**src/tfst_pkg.sv**
```systemverilog
// ----------------------------------------------------------------------------
// tfst_pkg: shared types and constants for the TCP flow state tracker
// Flow state codes, the registered packet summary and the flow record.
// ----------------------------------------------------------------------------
`default_nettype none

package tfst_pkg;

	localparam int unsigned STATE_W   = 4;
	localparam int unsigned PAYLOAD_W = 16;

	// flow state codes
	localparam logic [STATE_W-1:0] ST_NEW         = 4'd0;
	localparam logic [STATE_W-1:0] ST_SYN_SENT    = 4'd1;
	localparam logic [STATE_W-1:0] ST_SYN_RCVD    = 4'd2;
	localparam logic [STATE_W-1:0] ST_ESTABLISHED = 4'd3;
	localparam logic [STATE_W-1:0] ST_FIN_WAIT    = 4'd4;
	localparam logic [STATE_W-1:0] ST_CLOSE_WAIT  = 4'd5;
	localparam logic [STATE_W-1:0] ST_CLOSING     = 4'd6;
	localparam logic [STATE_W-1:0] ST_LAST_ACK    = 4'd7;
	localparam logic [STATE_W-1:0] ST_CLOSED      = 4'd8;
	localparam logic [STATE_W-1:0] ST_RESET       = 4'd9;

	// packet header summary; payload reduced to a nonzero bit
	typedef struct packed {
		logic rst;
		logic syn;
		logic fin;
		logic ack;
		logic rev;
		logic data;
	} pkt_t;

	// tracked flow record: state plus seen-marks
	typedef struct packed {
		logic [STATE_W-1:0] state;
		logic               syn_fwd;
		logic               syn_rev;
		logic               fin_fwd;
		logic               fin_rev;
		logic               rst;
	} flow_t;

	localparam flow_t FLOW_CLEAR = '{state: ST_NEW, default: 1'b0};

endpackage

`default_nettype wire

```
**src/tfst_intf.sv**
```systemverilog
// ----------------------------------------------------------------------------
// tfst_intf: valid/ready channels of the TCP flow state tracker
// Packet header channel and flow result channel.
// ----------------------------------------------------------------------------
`default_nettype none

interface tfst_pkt_if;
	logic                             valid;
	logic                             ready;
	logic                             rst_flag;
	logic                             syn_flag;
	logic                             fin_flag;
	logic                             ack_flag;
	logic                             direction_reverse;
	logic [tfst_pkg::PAYLOAD_W-1:0]   payload_length;

	modport source (
		output valid, rst_flag, syn_flag, fin_flag, ack_flag,
		       direction_reverse, payload_length,
		input  ready
	);
	modport sink (
		input  valid, rst_flag, syn_flag, fin_flag, ack_flag,
		       direction_reverse, payload_length,
		output ready
	);
endinterface

interface tfst_res_if;
	logic                           valid;
	logic                           ready;
	logic [tfst_pkg::STATE_W-1:0]   flow_state;
	logic                           syn_fwd_seen;
	logic                           syn_rev_seen;
	logic                           fin_fwd_seen;
	logic                           fin_rev_seen;
	logic                           rst_seen;

	modport source (
		output valid, flow_state, syn_fwd_seen, syn_rev_seen, fin_fwd_seen,
		       fin_rev_seen, rst_seen,
		input  ready
	);
	modport sink (
		input  valid, flow_state, syn_fwd_seen, syn_rev_seen, fin_fwd_seen,
		       fin_rev_seen, rst_seen,
		output ready
	);
endinterface

`default_nettype wire

```
**src/tcp_flow_state_tracker.sv**
```systemverilog
// ----------------------------------------------------------------------------
// tcp_flow_state_tracker: passive TCP connection state tracker for one flow
// Follows handshake, data and teardown from observed packet headers and
// reports the flow state and seen-marks after every packet.
// ----------------------------------------------------------------------------
//
//   channel  dir  beat contents
//   -------  ---  --------------------------------------------------------
//   pkt      in   rst/syn/fin/ack flags, direction_reverse, payload_length
//   flow     out  flow_state, syn/fin fwd/rev seen marks, rst_seen
//
// One packet per cycle sustained while flow takes its results. A packet is
// captured in the input stage, the next-state logic runs against the flow
// record in the following cycle, and the updated record lands in the result
// register when the input stage advances. The record and both stage valids
// clear on arst_n (state new, no marks). When flow is stalled the result
// register holds, the input stage holds one more packet, and pkt.ready drops
// until the result is taken.
// ----------------------------------------------------------------------------
`default_nettype none

module tcp_flow_state_tracker (
	input  wire             clk,
	input  wire             arst_n,
	tfst_pkt_if.sink        pkt,
	tfst_res_if.source      flow
);

	// input stage
	logic            pkt_valid_s1;
	tfst_pkg::pkt_t  pkt_s1;
	// result stage
	logic            res_valid_s2;
	tfst_pkg::flow_t res_s2;

	tfst_pkg::flow_t flow_cur;
	tfst_pkg::flow_t flow_nxt;
	logic            advance;

	// s1 moves into s2 when s2 is empty or its beat is taken now
	assign advance   = pkt_valid_s1 && (!res_valid_s2 || flow.ready);
	assign pkt.ready = !pkt_valid_s1 || advance;

	always_ff @(posedge clk or negedge arst_n) begin
		if (!arst_n) begin
			pkt_valid_s1 <= 1'b0;
		end else if (pkt.ready) begin
			pkt_valid_s1 <= pkt.valid;
		end
	end

	// payload only matters as zero or nonzero
	always_ff @(posedge clk) begin
		if (pkt.ready && pkt.valid) begin
			pkt_s1.rst  <= pkt.rst_flag;
			pkt_s1.syn  <= pkt.syn_flag;
			pkt_s1.fin  <= pkt.fin_flag;
			pkt_s1.ack  <= pkt.ack_flag;
			pkt_s1.rev  <= pkt.direction_reverse;
			pkt_s1.data <= |pkt.payload_length;
		end
	end

	tfst_next u_next (
		.cur (flow_cur),
		.pkt (pkt_s1),
		.nxt (flow_nxt)
	);

	// flow record commits exactly once per packet, on advance
	tfst_state u_state (
		.clk    (clk),
		.arst_n (arst_n),
		.load   (advance),
		.nxt    (flow_nxt),
		.cur    (flow_cur)
	);

	always_ff @(posedge clk or negedge arst_n) begin
		if (!arst_n) begin
			res_valid_s2 <= 1'b0;
		end else if (advance) begin
			res_valid_s2 <= 1'b1;
		end else if (flow.ready) begin
			res_valid_s2 <= 1'b0;
		end
	end

	always_ff @(posedge clk) begin
		if (advance) begin
			res_s2 <= flow_nxt;
		end
	end

	assign flow.valid        = res_valid_s2;
	assign flow.flow_state   = res_s2.state;
	assign flow.syn_fwd_seen = res_s2.syn_fwd;
	assign flow.syn_rev_seen = res_s2.syn_rev;
	assign flow.fin_fwd_seen = res_s2.fin_fwd;
	assign flow.fin_rev_seen = res_s2.fin_rev;
	assign flow.rst_seen     = res_s2.rst;

endmodule

`default_nettype wire

```
**src/tfst_next.sv**
```systemverilog
// ----------------------------------------------------------------------------
// tfst_next: flow next-state logic
// Combinational update of the flow record for one packet.
// ----------------------------------------------------------------------------
`default_nettype none

module tfst_next (
	input  tfst_pkg::flow_t cur,
	input  tfst_pkg::pkt_t  pkt,
	output tfst_pkg::flow_t nxt
);

	tfst_pkg::flow_t base;
	logic            term;
	logic            closing_st;
	logic            fin_both;

	always_comb begin
		term = (cur.state == tfst_pkg::ST_CLOSED) || (cur.state == tfst_pkg::ST_RESET);
		// restart on SYN clears all marks
		base = term ? tfst_pkg::FLOW_CLEAR : cur;
		closing_st = (base.state == tfst_pkg::ST_FIN_WAIT)
			|| (base.state == tfst_pkg::ST_CLOSE_WAIT)
			|| (base.state == tfst_pkg::ST_CLOSING)
			|| (base.state == tfst_pkg::ST_LAST_ACK);
		fin_both = 1'b0;
		nxt = base;

		if (pkt.rst) begin
			nxt = cur;
			nxt.rst = 1'b1;
			nxt.state = tfst_pkg::ST_RESET;
		end else if (term && !pkt.syn) begin
			nxt = cur;
		end else if (pkt.fin) begin
			if (pkt.rev) begin
				nxt.fin_rev = 1'b1;
			end else begin
				nxt.fin_fwd = 1'b1;
			end
			fin_both = nxt.fin_fwd && nxt.fin_rev;
			if (fin_both) begin
				nxt.state = tfst_pkg::ST_CLOSED;
			end else begin
				nxt.state = pkt.rev ? tfst_pkg::ST_CLOSE_WAIT : tfst_pkg::ST_FIN_WAIT;
			end
		end else if (closing_st) begin
			if (base.fin_fwd && base.fin_rev) begin
				nxt.state = tfst_pkg::ST_CLOSED;
			end else if (pkt.ack) begin
				if ((base.state == tfst_pkg::ST_FIN_WAIT) && pkt.rev) begin
					nxt.state = tfst_pkg::ST_CLOSING;
				end else if ((base.state == tfst_pkg::ST_CLOSE_WAIT) && !pkt.rev) begin
					nxt.state = tfst_pkg::ST_CLOSING;
				end
			end
		end else if (pkt.syn) begin
			if (pkt.rev) begin
				nxt.syn_rev = 1'b1;
			end else begin
				nxt.syn_fwd = 1'b1;
			end
			if (pkt.ack) begin
				nxt.state = tfst_pkg::ST_SYN_RCVD;
			end else if (base.state == tfst_pkg::ST_NEW) begin
				nxt.state = tfst_pkg::ST_SYN_SENT;
			end
		end else if (pkt.ack || pkt.data) begin
			case (base.state)
				tfst_pkg::ST_NEW,
				tfst_pkg::ST_SYN_SENT,
				tfst_pkg::ST_SYN_RCVD: nxt.state = tfst_pkg::ST_ESTABLISHED;
				default:               nxt.state = base.state;
			endcase
		end
	end

endmodule

`default_nettype wire

```
**src/tfst_state.sv**
```systemverilog
// ----------------------------------------------------------------------------
// tfst_state: flow record register
// Holds the tracked state and marks; loads the update when a packet commits.
// ----------------------------------------------------------------------------
`default_nettype none

module tfst_state (
	input  wire             clk,
	input  wire             arst_n,
	input  wire             load,
	input  tfst_pkg::flow_t nxt,
	output tfst_pkg::flow_t cur
);

	tfst_pkg::flow_t flow_q;

	always_ff @(posedge clk or negedge arst_n) begin
		if (!arst_n) begin
			flow_q <= tfst_pkg::FLOW_CLEAR;
		end else if (load) begin
			flow_q <= nxt;
		end
	end

	assign cur = flow_q;

endmodule

`default_nettype wire

```
**src/flat_wrapper.sv**
```systemverilog
// flat-port wrapper written by rule: the top's interface ports become plain ports
module tcp_flow_state_tracker_flat 
  (clk, arst_n, pkt_valid, pkt_rst_flag, pkt_syn_flag, pkt_fin_flag, pkt_ack_flag, pkt_direction_reverse, pkt_payload_length, pkt_ready, flow_valid, flow_flow_state, flow_syn_fwd_seen, flow_syn_rev_seen, flow_fin_fwd_seen, flow_fin_rev_seen, flow_rst_seen, flow_ready);
  tfst_pkt_if pkt_i ();
  tfst_res_if flow_i ();
  input  wire clk;
  input  wire arst_n;
  input wire logic [$bits(pkt_i.valid)-1:0] pkt_valid;
  input wire logic [$bits(pkt_i.rst_flag)-1:0] pkt_rst_flag;
  input wire logic [$bits(pkt_i.syn_flag)-1:0] pkt_syn_flag;
  input wire logic [$bits(pkt_i.fin_flag)-1:0] pkt_fin_flag;
  input wire logic [$bits(pkt_i.ack_flag)-1:0] pkt_ack_flag;
  input wire logic [$bits(pkt_i.direction_reverse)-1:0] pkt_direction_reverse;
  input wire logic [$bits(pkt_i.payload_length)-1:0] pkt_payload_length;
  output wire logic [$bits(pkt_i.ready)-1:0] pkt_ready;
  output wire logic [$bits(flow_i.valid)-1:0] flow_valid;
  output wire logic [$bits(flow_i.flow_state)-1:0] flow_flow_state;
  output wire logic [$bits(flow_i.syn_fwd_seen)-1:0] flow_syn_fwd_seen;
  output wire logic [$bits(flow_i.syn_rev_seen)-1:0] flow_syn_rev_seen;
  output wire logic [$bits(flow_i.fin_fwd_seen)-1:0] flow_fin_fwd_seen;
  output wire logic [$bits(flow_i.fin_rev_seen)-1:0] flow_fin_rev_seen;
  output wire logic [$bits(flow_i.rst_seen)-1:0] flow_rst_seen;
  input wire logic [$bits(flow_i.ready)-1:0] flow_ready;
  assign pkt_i.valid = pkt_valid;
  assign pkt_i.rst_flag = pkt_rst_flag;
  assign pkt_i.syn_flag = pkt_syn_flag;
  assign pkt_i.fin_flag = pkt_fin_flag;
  assign pkt_i.ack_flag = pkt_ack_flag;
  assign pkt_i.direction_reverse = pkt_direction_reverse;
  assign pkt_i.payload_length = pkt_payload_length;
  assign pkt_ready = pkt_i.ready;
  assign flow_valid = flow_i.valid;
  assign flow_flow_state = flow_i.flow_state;
  assign flow_syn_fwd_seen = flow_i.syn_fwd_seen;
  assign flow_syn_rev_seen = flow_i.syn_rev_seen;
  assign flow_fin_fwd_seen = flow_i.fin_fwd_seen;
  assign flow_fin_rev_seen = flow_i.fin_rev_seen;
  assign flow_rst_seen = flow_i.rst_seen;
  assign flow_i.ready = flow_ready;
  tcp_flow_state_tracker u_core (.clk(clk), .arst_n(arst_n), .pkt(pkt_i), .flow(flow_i));
endmodule
```
**config.mk**
```make
export PLATFORM = sky130hd
export DESIGN_NAME = tcp_flow_state_tracker_flat
export DESIGN_NICKNAME = d
export VERILOG_FILES = /design/src/tfst_pkg.sv /design/src/tfst_intf.sv /design/src/tcp_flow_state_tracker.sv /design/src/tfst_next.sv /design/src/tfst_state.sv /design/src/flat_wrapper.sv
export SDC_FILE = /design/constraint.sdc
export NUM_CORES = 1
export LEC_CHECK = 0
export ABC_AREA = 1
export BUFFER_PORTS_ARGS = -buffer_cell sky130_fd_sc_hd__buf_2
export CELL_PAD_IN_SITES_DETAIL_PLACEMENT = 0
export CELL_PAD_IN_SITES_GLOBAL_PLACEMENT = 1
export CORE_UTILIZATION = 35
export DETAILED_ROUTE_END_ITERATION = 12
export PLACE_DENSITY = 0.75
export SYNTH_ARGS = -nofsm -noshare
export SYNTH_HDL_FRONTEND = slang
export SYNTH_SLANG_ARGS = --single-unit
```
**constraint.sdc**
```tcl
create_clock -name clk -period 1.6 [get_ports clk]
set_input_delay 0.08 -clock clk [delete_from_list [all_inputs] [get_ports clk]]
set_output_delay 0.08 -clock clk [all_outputs]
set_load 0.02 [all_outputs]
```
* Yosys cells after proc, flatten, opt, wreduce, memory -nomap -nowiden *
Index checks and enable logic that the tools add are counted.
Widths: inputs -> output; s select.

storage, ports and cells
  input bits = 25
  logic and storage cells = 83
  output and inout port bits = 11
  flip-flop bits (word level) = 26

cells by class
  eq/ne operators = 8
  reductions and logical operators = 22
  mux-type cells = 33

operators with widths
  cell                number
  $mux 4              12
  $mux 9              2
  $eq 4x3->1 const B  4
  $reduce_or 16->1    1
  $mux 1              14
  $eq 4x4->1 const B  2
  $mux 2              4
  $mux 8              1
  $logic_and 1x1->1   7
  $logic_or 1x1->1    7
  $eq 4x1->1 const B  1
  $eq 4x2->1 const B  1
  $logic_not 1->1     4
  $logic_not 4->1     1
  $reduce_or 3->1     1
  $reduce_bool 2->1   1

* Logic depth before layout (Yosys ltp) *
  depth after elaboration = 13
  depth in mapped cells = 11
  depth with buffers taken out = 11

* Hierarchy *
A second synthesis with hierarchy kept.

unflattened totals
  cells, all modules = 156
  area total of the unflattened synthesis = 1306.3 µm²

modules (own cells, without submodules)
  module                  times used  sequential area each (µm²)  cells each  area each (µm²)
  tcp_flow_state_tracker  1           500.5                       41          600.6
  tfst_next               1           0.0                         77          364.1
  tfst_state              1           225.2                       38          341.6

* Worst setup path after synthesis *
OpenSTA, ideal clock, no wires.

  kind = reg2reg
  start point = register u_core.res_valid_s2 (netlist: u_core.flow.valid)
  end point = register u_core.res_s2, in the netlist u_core.flow.fin_fwd_seen (enable)
  path slack = 186 ps
  path buffers = 1
  library setup time = 330 ps
  stages on the path, launching flop included = 5
  arrival time = 1084 ps
  data required time = 1270 ps
  clock period less this slack = 1414 ps
  cell sequence = dfrtp_1 > nand2_1 > nand2_1 > inv_1 > buf_2

between the ends
  word-level cells in the longest chain between the ends = 3

RTL lines
  what                    RTL line                      source
  start, declared         tcp_flow_state_tracker.sv:33  logic res_valid_s2;
  start signal, assigned  tcp_flow_state_tracker.sv:81  res_valid_s2 <= 1'b0;
  start signal, assigned  tcp_flow_state_tracker.sv:83  res_valid_s2 <= 1'b1;
  start signal, assigned  tcp_flow_state_tracker.sv:85  res_valid_s2 <= 1'b0;
  $logic_not 1->1         tcp_flow_state_tracker.sv:41  assign advance = pkt_valid_s1 && (!res_valid_s2 || flow.ready);
  $logic_or 1x1->1        tcp_flow_state_tracker.sv:41
  $logic_and 1x1->1       tcp_flow_state_tracker.sv:41
  net u_core.advance      tcp_flow_state_tracker.sv:38  logic advance;
  end signal, assigned    tcp_flow_state_tracker.sv:91  res_s2 <= flow_nxt;
  end, declared           tcp_flow_state_tracker.sv:34  tfst_pkg::flow_t res_s2;

The timed path passes the listed nets, and every way through them passes these cells.
A chain may end at the register's enable or synchronous reset.

==> flow_metrics.env <==
export IMPL_status="finished, final reports clean"
export IMPL_ios=36
export IMPL_powerDensity_nw_per_um2=1430
export IMPL_drv_cap=0
export IMPL_grt_remaining_overflow=0
export IMPL_clock_path_buffers=2
export IMPL_synth_top_area_share_pct=34.8
export IMPL_period_needed_ns=1.45
export IMPL_fp_row_count=21
export IMPL_worst_setup_path_type="reg2reg"
export IMPL_crit_chain="nor2_2 -> nand2_4 -> nand3_1 -> nand3_2 -> nand2_1 -> nand3_1 -> nand2_1 -> nand2_2"
export IMPL_cp_max_fo=6
export IMPL_cts_tree="built"
export IMPL_synthesis_nets=161
export IMPL_dp_hpwl_mm=2.17
export IMPL_dr_total_vias=1094
export IMPL_wirelength_mm=2.77
export IMPL_grtUsageTotal_pct=15.8
export IMPL_yosys_warnings=0
export IMPL_synth_seq_cells=26
export IMPL_drtPass1Iterations=4
export IMPL_hold_violations=0
export IMPL_syn_area_um2=1290
export IMPL_critPathRequiredTime_ns=1.63
export IMPL_worst_clock_skew_ns=0.00531
export IMPL_finalSetupViolCount=0
export IMPL_place_congestion=0.850
export IMPL_slew_headroom_pct=81.4
export IMPL_slowest_stage="dfrtp_1"
export IMPL_via_per_inst=4.80
export IMPL_n_antenna_cell=0
export IMPL_place_inst=218
export IMPL_syn2layout_area_growth_pct=28.9
export IMPL_syn_area_per_cell_um2=9.50
export IMPL_holdWs_ns=0.0167
export IMPL_final_common_cell="buf_2"
export IMPL_worst_setup_path_end_kind="flip-flop"
export IMPL_tightest_slew_ns=0.279
export IMPL_cts_buffers=3
export IMPL_drtIter0Drc=32
export IMPL_instances_no_fill=228
export IMPL_start_util_pct=37.5
export IMPL_clk_pin_slew_worst_paths_ns=0.09
export IMPL_ys_seq_area_share_pct=56.1
export IMPL_peakVddDrop_uv=651
export IMPL_core_area_um2=3440
export IMPL_grt_antenna_before_repair=0
export IMPL_ctsResizeCount=0
export IMPL_cp_start_kind="flip-flop"
export IMPL_setup_tns_ns=0
export IMPL_synth_area_leaders="edfxtp_1 35%, dfrtp_1 21%, nand2_1 8.4%, inv_1 4.9%, nand3_1 4.3%"
export IMPL_grt_pass1_wl_mm=4.78
export IMPL_die_w_um=62.8
export IMPL_antenna_left=0
export IMPL_totalPowerFinal_uw=2380
export IMPL_grt_max_degree=16
export IMPL_dieHeight_um=62.8
export IMPL_syn_inst=136
export IMPL_dieArea_um2=3940
export IMPL_clock_sinks=26
export IMPL_worstPathArrival_ns=1.47
export IMPL_maxSlewViolCount=0
export IMPL_route_detailed_drc=0
export IMPL_layout_common_cells="35 x buf_2, 29 x nand2_1, 17 x inv_1"
export IMPL_nets=208
export IMPL_layout_drive_gt1_share_pct=33.5
export IMPL_hp_class="in2reg"
export IMPL_synth_top_area_cell="edfxtp_1"
export IMPL_io_buffers=35
export IMPL_first_global_vias=1088
export IMPL_largest_register_ffs=9
export IMPL_max_stage_delay_ns=0.45
export IMPL_finalCritPeriodShare_pct=90.4
export IMPL_ys_types=22
export IMPL_leakage_uw=0.000776
export IMPL_htree_levels=1
export IMPL_grt_setup_unrepaired="no"
export IMPL_fmax_ghz=0.692
export IMPL_detail_route_wl_per_cell_um=12.2
export IMPL_worstSkewPairLatency_ns=0.27
export IMPL_root_buffer="clkbuf_8"
logic make-up after synthesis:
kind of cell	Yosys count	synth area share (%)
DFF	26	56.1
AOI/OAI and AO/OA	24	12.4
buffers and inverters	23	6.78
and+or+nand+nor	63	24.7
path summary, 6_finish.rpt:
path	start	to	slack, ns	depth (start not counted)
min reg2reg	u_core.flow.valid$_DFFE_PN0P_	u_core.flow.valid$_DFFE_PN0P_	0.55	2
min	pkt_valid	u_core.pkt_valid_s1$_DFFE_PN0N_	0.02	3
min in group asynchronous	arst_n	u_core.u_state.cur[8]$_DFFE_PN0P_	0.21	2
max reg2reg	u_core.u_state.cur[6]$_DFFE_PN0P_	u_core.flow.flow_state[0]$_DFFE_PP_	0.15	8
max in group asynchronous	arst_n	u_core.u_state.cur[4]$_DFFE_PN0P_	1.17	2
max	u_core.u_state.cur[6]$_DFFE_PN0P_	u_core.flow.flow_state[0]$_DFFE_PP_	0.15	8
layer usage:
metal	up-vias	part of all wire (%)	global-route usage, %
met5	-	0	0
met4	0	1.7	5.52
met3	7	4.8	3.83
met2	39	48	27.2
met1	496	46	19.1
li1	552	-	-
per-stage QoR:
step | utilization (%) | area, um^2 | setup slack [ns]
2_1_floorplan | - | 1290 | 0.186
3_3_place_gp | 44.6 | 1540 | 0.201
3_5_place_dp | 44.6 | 1540 | 0.172
4_1_cts | 48.4 | 1670 | 0.157
5_1_grt | 48.4 | 1670 | 0.0365
6_report | 48.4 | 1670 | 0.154
worst max-delay path: cells and delay by family, from the launching register on:
kind | cells | cell delay [ns]
flip-flops | 1 | 0.45
AND/OR/NAND/NOR | 8 | 0.76
final cells by class:
type	instances	area [um^2]
Fill cell	303	1780
Multi-Input combinational cell	87	479
Clock buffer	3	41.3
Sequential cell	26	726
Clock inverter	1	30.0
Inverter	22	82.6
Tap cell	46	57.6
Timing Repair Buffer	43	250
synth_stat cells (all sizes together):
cell and number:
nor4 4, dfrtp 11, nor3 1, inv 22, o32ai 2, o21ai 16, nand4 3, nand2 34
edfxtp 15, nand3 12, o211ai 1, buf 1, nor2 9, a21oi 5
power breakdown:
group | leakage (uW) | internal (uW) | switching, uW
Clock | 0.0000357 | 335 | 217
Combinational | 0.000463 | 286 | 516
Sequential | 0.000278 | 905 | 123
repair_timing:
action,4_1_cts,5_1_grt
hold endpoints to repair,16,0
hold buffers,6,0
buffers inserted,0,0
setup endpoints to repair,0,0
Power figures use the tool's default switching activity.
